==> config.mk <==
export PLATFORM = sky130hd
export DESIGN_NAME = sorted_min_priority_queue
export DESIGN_NICKNAME = d
export VERILOG_FILES = /design/src/rtl/core/smpq_pkg.sv /design/src/rtl/core/smpq_cell.sv /design/src/rtl/core/sorted_min_priority_queue.sv
export SDC_FILE = /design/constraint.sdc
export NUM_CORES = 2
export LEC_CHECK = 0
export ABC_CLOCK_PERIOD_IN_PS = 5750
export BUFFER_PORTS_ARGS = -buffer_cell sky130_fd_sc_hd__buf_2
export CAP_MARGIN = 10
export CORE_MARGIN = 1
export CORE_UTILIZATION = 64
export DETAILED_ROUTE_END_ITERATION = 6
export GPL_TIMING_DRIVEN = 0
export PLACE_DENSITY = 0.82
export SYNTH_ARGS = -nofsm -noshare
export SYNTH_HDL_FRONTEND = slang
export SYNTH_SLANG_ARGS = --single-unit
==> constraint.sdc <==
create_clock -name clk -period 5.75 [get_ports clk]
set_input_delay 0.575 -clock clk [delete_from_list [all_inputs] [get_ports clk]]
set_output_delay 0.575 -clock clk [all_outputs]
set_load 0.02 [all_outputs]
==> src/rtl/core/smpq_pkg.sv <==
`default_nettype none
// ----------------------------------------------------------------------------
// smpq_pkg: shared types for the sorted minimum-first priority queue
// Holds the operation codes, the status codes and the control beat that is
// broadcast to every cell of the chain.
// ----------------------------------------------------------------------------
package smpq_pkg;

	localparam int unsigned DataWidth  = 32;
	localparam int unsigned CountWidth = 5;

	localparam logic OP_INSERT = 1'b0;
	localparam logic OP_REMOVE = 1'b1;

	typedef enum logic [1:0] {
		ST_OK    = 2'd0,
		ST_EMPTY = 2'd1,
		ST_FULL  = 2'd2
	} status_t;

	typedef logic signed [DataWidth-1:0] data_t;

	// Control broadcast to all cells together
	typedef struct packed {
		logic  insert_en;
		logic  remove_en;
		data_t value;
	} cell_ctl_t;

endpackage
`default_nettype wire

==> src/rtl/core/smpq_cell.sv <==
`default_nettype none
// ----------------------------------------------------------------------------
// smpq_cell: one slot of the sorted chain
// Holds one entry. On insert it either keeps its entry, takes its left
// neighbour's entry or takes the new value; on remove it takes its right
// neighbour's entry. It tells its right neighbour whether it shifts.
// ----------------------------------------------------------------------------
module smpq_cell #(
	parameter int unsigned IDX = 0,
	parameter int unsigned CW  = 5
) (
	input  wire                    clk,
	input  smpq_pkg::cell_ctl_t    ctl,
	input  wire  [CW-1:0]          fill,
	input  smpq_pkg::data_t        left_entry,
	input  wire                    left_shift,
	input  smpq_pkg::data_t        right_entry,
	output smpq_pkg::data_t        entry,
	output logic                   shift
);

	smpq_pkg::data_t entry_q;

	// Flag the slot as part of the shifted region: empty, or holding a larger value
	always_comb begin
		shift = (CW'(IDX) >= fill) || (entry_q > ctl.value);
	end

	// Advance the entry
	always_ff @(posedge clk) begin
		if (ctl.insert_en && shift) begin
			entry_q <= left_shift ? left_entry : ctl.value;
		end else if (ctl.remove_en) begin
			entry_q <= right_entry;
		end
	end

	assign entry = entry_q;

endmodule
`default_nettype wire

==> src/rtl/core/sorted_min_priority_queue.sv <==
`default_nettype none
// ----------------------------------------------------------------------------
// sorted_min_priority_queue: minimum-first queue kept in a sorted cell chain
// The result beat appears on done in the cycle after start is taken.
// Throughput: one insert or remove per cycle; busy stays low, every cell
// compares against the broadcast value in parallel and shifts in one step.
// Reset clears the count and the result strobe; entries stay undefined
// until written. The receiver cannot stall: each result shows for one cycle.
// ----------------------------------------------------------------------------
module sorted_min_priority_queue #(
	parameter int unsigned DEPTH = 16
) (
	input  wire                 clk,
	input  wire                 arst_n,
	input  wire                 start,
	output logic                busy,
	input  wire                 op,
	input  wire signed [31:0]   value,
	output logic                done,
	output logic signed [31:0]  removed_value,
	output logic [1:0]          status,
	output logic signed [31:0]  min_value,
	output logic signed [31:0]  max_value,
	output logic [4:0]          count
);

	localparam int unsigned CW = $clog2(DEPTH + 1);

	smpq_pkg::cell_ctl_t ctl;
	smpq_pkg::data_t     entry_chain [DEPTH+1];
	logic                shift_chain [DEPTH+1];

	logic [CW-1:0]       count_q;
	smpq_pkg::data_t     max_q;
	smpq_pkg::data_t     removed_q;
	smpq_pkg::status_t   status_q;
	logic                done_q;

	logic                accept;
	logic                full;
	logic                empty;
	logic [CW+4:0]       count_ext;

	assign busy   = 1'b0;
	assign accept = start && !busy;
	assign full   = (count_q == CW'(DEPTH));
	assign empty  = (count_q == '0);

	// Broadcast the control beat to the chain
	always_comb begin
		ctl.insert_en = accept && (op == smpq_pkg::OP_INSERT) && !full;
		ctl.remove_en = accept && (op == smpq_pkg::OP_REMOVE) && !empty;
		ctl.value     = value;
	end

	assign entry_chain[0] = '0;
	assign shift_chain[0] = 1'b0;

	// Build the row of cells
	for (genvar i = 0; i < DEPTH; i++) begin : g_cell
		smpq_pkg::data_t right;
		if (i == DEPTH - 1) begin : g_last
			assign right = entry_chain[i+1];
		end else begin : g_mid
			assign right = entry_chain[i+2];
		end
		smpq_cell #(
			.IDX (i),
			.CW  (CW)
		) u_cell (
			.clk         (clk),
			.ctl         (ctl),
			.fill        (count_q),
			.left_entry  (entry_chain[i]),
			.left_shift  (shift_chain[i]),
			.right_entry (right),
			.entry       (entry_chain[i+1]),
			.shift       (shift_chain[i+1])
		);
	end

	// Track the count and the largest value
	always_ff @(posedge clk or negedge arst_n) begin
		if (!arst_n) begin
			count_q <= '0;
		end else if (ctl.insert_en) begin
			count_q <= count_q + 1'b1;
		end else if (ctl.remove_en) begin
			count_q <= count_q - 1'b1;
		end
	end

	always_ff @(posedge clk) begin
		if (ctl.insert_en && (empty || (value >= max_q))) begin
			max_q <= value;
		end
	end

	// Capture the result beat
	always_ff @(posedge clk or negedge arst_n) begin
		if (!arst_n) begin
			done_q <= 1'b0;
		end else begin
			done_q <= accept;
		end
	end

	always_ff @(posedge clk) begin
		if (accept) begin
			removed_q <= ctl.remove_en ? entry_chain[1] : '0;
			if (op == smpq_pkg::OP_INSERT) begin
				status_q <= full ? smpq_pkg::ST_FULL : smpq_pkg::ST_OK;
			end else begin
				status_q <= empty ? smpq_pkg::ST_EMPTY : smpq_pkg::ST_OK;
			end
		end
	end

	// Drive the result ports; an empty store reports zero bounds
	assign count_ext     = {5'b0, count_q};
	assign done          = done_q;
	assign removed_value = removed_q;
	assign status        = status_q;
	assign min_value     = empty ? 32'sd0 : entry_chain[1];
	assign max_value     = empty ? 32'sd0 : max_q;
	assign count         = count_ext[4:0];

	// Checks
	a_count_bound: assert property (@(posedge clk) disable iff (!arst_n)
		count_q <= CW'(DEPTH))
		else $error("count exceeds depth");

	a_done_follows: assert property (@(posedge clk) disable iff (!arst_n)
		accept |=> done_q)
		else $error("result beat missing after accept");

	a_full_flag: assert property (@(posedge clk) disable iff (!arst_n)
		(done_q && (status_q == smpq_pkg::ST_FULL)) |-> full)
		else $error("full status with room left");

	a_empty_flag: assert property (@(posedge clk) disable iff (!arst_n)
		(done_q && (status_q == smpq_pkg::ST_EMPTY)) |-> empty && (removed_q == '0))
		else $error("empty status with stored entries");

	a_count_step: assert property (@(posedge clk) disable iff (!arst_n)
		!accept |=> $stable(count_q))
		else $error("count moved without a beat");

endmodule
`default_nettype wire
==> impl_metrics.toml <==
[synthesis]
mappedNetlistArea_sq_um = 42900
synth_cells = 3546
yosys_most_used_dff = "edfxtp_1"
synth.yosys.seq_area_share_pct = 40.8
synth.avg_cell_area_sq_um = 12.1
synth_fp_nets = 4131
ys_seq_elements = 584
yosysUniqueCellTypes = 74
yosysWarningCount = 0
synth-edff-count = 578
ys_async_sr_fraction_pct = 1.03

[worst_setup_path]
worstPathCellList = "or2_2 > nor2_1 > nand2_1 > nand3_1 > clkbuf_1 > nand2_1 > buf_16"
data_arrival_time_of_the_critical_path_ps = 6210
critical-path-slowest-cell = "clkbuf_1"
worst_path_most_repeated_cell = "nand2_1"
critPathRequiredTime_ps = 6110
worst_path_largest_cell_delay_ps = 1100
critical_path.startpoint_type = "flip-flop"
worstPathMaxFanout = 17
end_kind = "flip-flop"
crit_path_category = "flip-flop to flip-flop"
worst_r2r_path_depth = 7

[global_route]
pin_count_of_the_biggest_net_entering_global_routing = 40
via_count_of_the_first_global_routing_pass = 31500
grt_usage_pct = 37.8
grt_antenna_before_repair = 5
grt_first_pass_wirelength_mm = 191
globalRoute.totalOverflow = 0

[layout]
area_delta_synth_final_pct = 10.6
final_cell_count_without_fillers = 4708
most_common_cell_after_layout_fill_and_taps_aside = "edfxtp_1"
layout_common_cells = "edfxtp_1 (578), ha_1 (549), mux2_2 (422)"
drive_gt1_share_pct = 25.9
finalNetCount = 4379

[clock_network]
tritoncts.num_buffers = 68
path_clk_slew_ps = 60
cts.htree.levels = 3
clock_tree_from_tritoncts = "built"
longest_clk_path_bufs = 3
clkLatencyLatePin_ps = 620
cts.root.buffer_cell = "clkbuf_16"
clock-sinks = 584

[timing]
tightestPinTransition_ps = 1410
number_of_hold_violations_in_the_final_report = 0
slew_violations = 0
timing.final.setup_violations = 49
timing.max_slew.rel_slack_pct = 5.78
clock_skew_ps = 20.9
fin_crit_period_ps = 5850
layout_worst_path_cycle_share_pct = 102
maximum_frequency_from_static_timing_analysis_mhz = 171
fin_ws_ps = -103

[placement]
dp.final_hpwl_mm = 101
number_of_i_o_port_buffers = 139
dpl_worst_slack_ps = -695
finalWeightedCongestion = 1.00
placed_cells_incl_taps = 4563

[outcome]
failed_checks = "DRC, setup timing"
run_status = "complete, but fails checks"

[die]
die_area_sq_um = 68100
floorplan.initialDensity_pct = 65.0
die-height_um = 261
std_cell_rows = 94
io_pins = 141
core-area_sq_um = 66000
die_x_um = 261

[job]
maxCapViolCount = 0

[power_and_ir_drop]
power_per_cell_area_nw_per_um2 = 472
cellLeakagePower_nw = 19.4
vdd_drop_max_mv = 0.407

[routing]
vias_per_cell = 6.86
route.detailed.wl_per_inst_um = 27.4
first_iter_violations = 3710
num_vias = 32300
final_routed_wirelength_mm = 129
drt_first_pass_iters = 7
detail_route.drc_violations = 26
postRouteAntennaNets = 0

[worst_hold_path]
tightest_hold_check_type = "input port to async pin"
[metal layers]
metal | vias up | GRT usage (%) | part of all wire [%]
met3 | 388 | 6.62 | 11
met2 | 1907 | 59.1 | 45
met1 | 15700 | 51.0 | 39
met4 | 6 | 18.3 | 5.2
li1 | 14300 | - | -
met5 | - | 0 | 0.024
[final cells by class]
class | count | area (sq um)
Buffer | 171 | 998
Antenna cell | 2 | 5.00
Sequential cell | 584 | 17500
Multi-Input combinational cell | 2692 | 24200
Tap cell | 864 | 1080
Fill cell | 4543 | 18500
Clock inverter | 19 | 105
Timing Repair Buffer | 178 | 1260
Clock buffer | 99 | 1930
Inverter | 99 | 390
[Yosys cell counts (67+ instances only)]
cell      number  share of area, %
edfxtp_1     578                40
ha_1         549                16
mux2_2       422                11
a21oi_1      259               3.0
o21ai_0      210               2.5
mux2_4       178               6.2
mux2i_1      155               3.6
nand2_1      147               1.3
nand4_1      116               1.7
nor2_1       115               1.0
inv_1         98              0.86
mux2_1        77               2.0
clkbuf_1      71              0.62
nand3_1       68              0.79
and2_1        67              0.98
[registers in the layout, summed over array words and instances, names as in the netlist]
register             flops
count                    5
done                     1
status                   2
g_cell.u_cell.entry    512
removed_value           32
max_q                   32
[worst paths after layout]
path | startpoint | end | slack, ps
hold reg to reg | g_cell[15].u_cell.entry[8]$_DFFE_PP_ | g_cell[14].u_cell.entry[8]$_DFFE_PP_ | 570
min in group clk | op | status[1]$_SDFFCE_PP0P_ | 310
setup / recovery | count[4]$_DFFE_PN0P_ | g_cell[9].u_cell.entry[8]$_DFFE_PP_ | -100
hold / removal | arst_n | count[1]$_DFFE_PN0P_ | 300
setup reg to reg | count[4]$_DFFE_PN0P_ | g_cell[9].u_cell.entry[8]$_DFFE_PP_ | -100
max in group asynchronous | arst_n | count[4]$_DFFE_PN0P_ | 5300
[power breakdown]
part	switching [mW]	internal, mW	total, mW	leakage, nW
combinational	5.56	5.03	10.6	12.8
sequential	1.17	6.49	7.66	5.59
clock	1.78	2.37	4.14	0.993
[stage by stage]
stage,area [sq um],util [%],hold slack (ps),setup TNS [ps],power [mW]
2_1_floorplan,42900,-,279,0,14.8
3_3_place_gp,44700,67.7,407,-614930,17.3
3_5_place_dp,45200,68.5,406,-72570,17.9
4_1_cts,47300,71.8,286,0,22.1
5_1_grt,47400,71.9,321,-56.0,23.3
6_report,47400,71.9,298,-2900,22.4
[worst max-delay path: cells and delay by family (launching register included)]
family	cells	cell delay, ps
buffers and inverters	2	1500
flip-flops	1	490
AND/OR/NAND/NOR	5	3590
[repair_timing]
item / in CTS / in global routing
endpoints found under the setup margin: 34 / 80
hold buffers: 1 / 0
endpoints found under the hold margin: 6 / 0
setup buffers: 15 / 8
gates resized for setup: 4 / 6
pin swaps: 0 / 0
[kinds of logic (layout without fill, tap and decap cells)]
logic type | after synthesis | count (layout) | share of synthesized area, %
XOR/XNOR | 6 | 6 | 0.123
flip-flops | 584 | 584 | 40.8
buffers and inverters | 270 | 566 | 3.19
AO/OA/AOI/OAI | 668 | 668 | 9.20
AND/OR/NAND/NOR | 636 | 636 | 7.69
multiplexers | 832 | 832 | 23.0
adder cells (fa/ha/maj) | 549 | 549 | 16.0
other | 1 | 3 | 0.00874
Power figures use the tool's default switching activity.
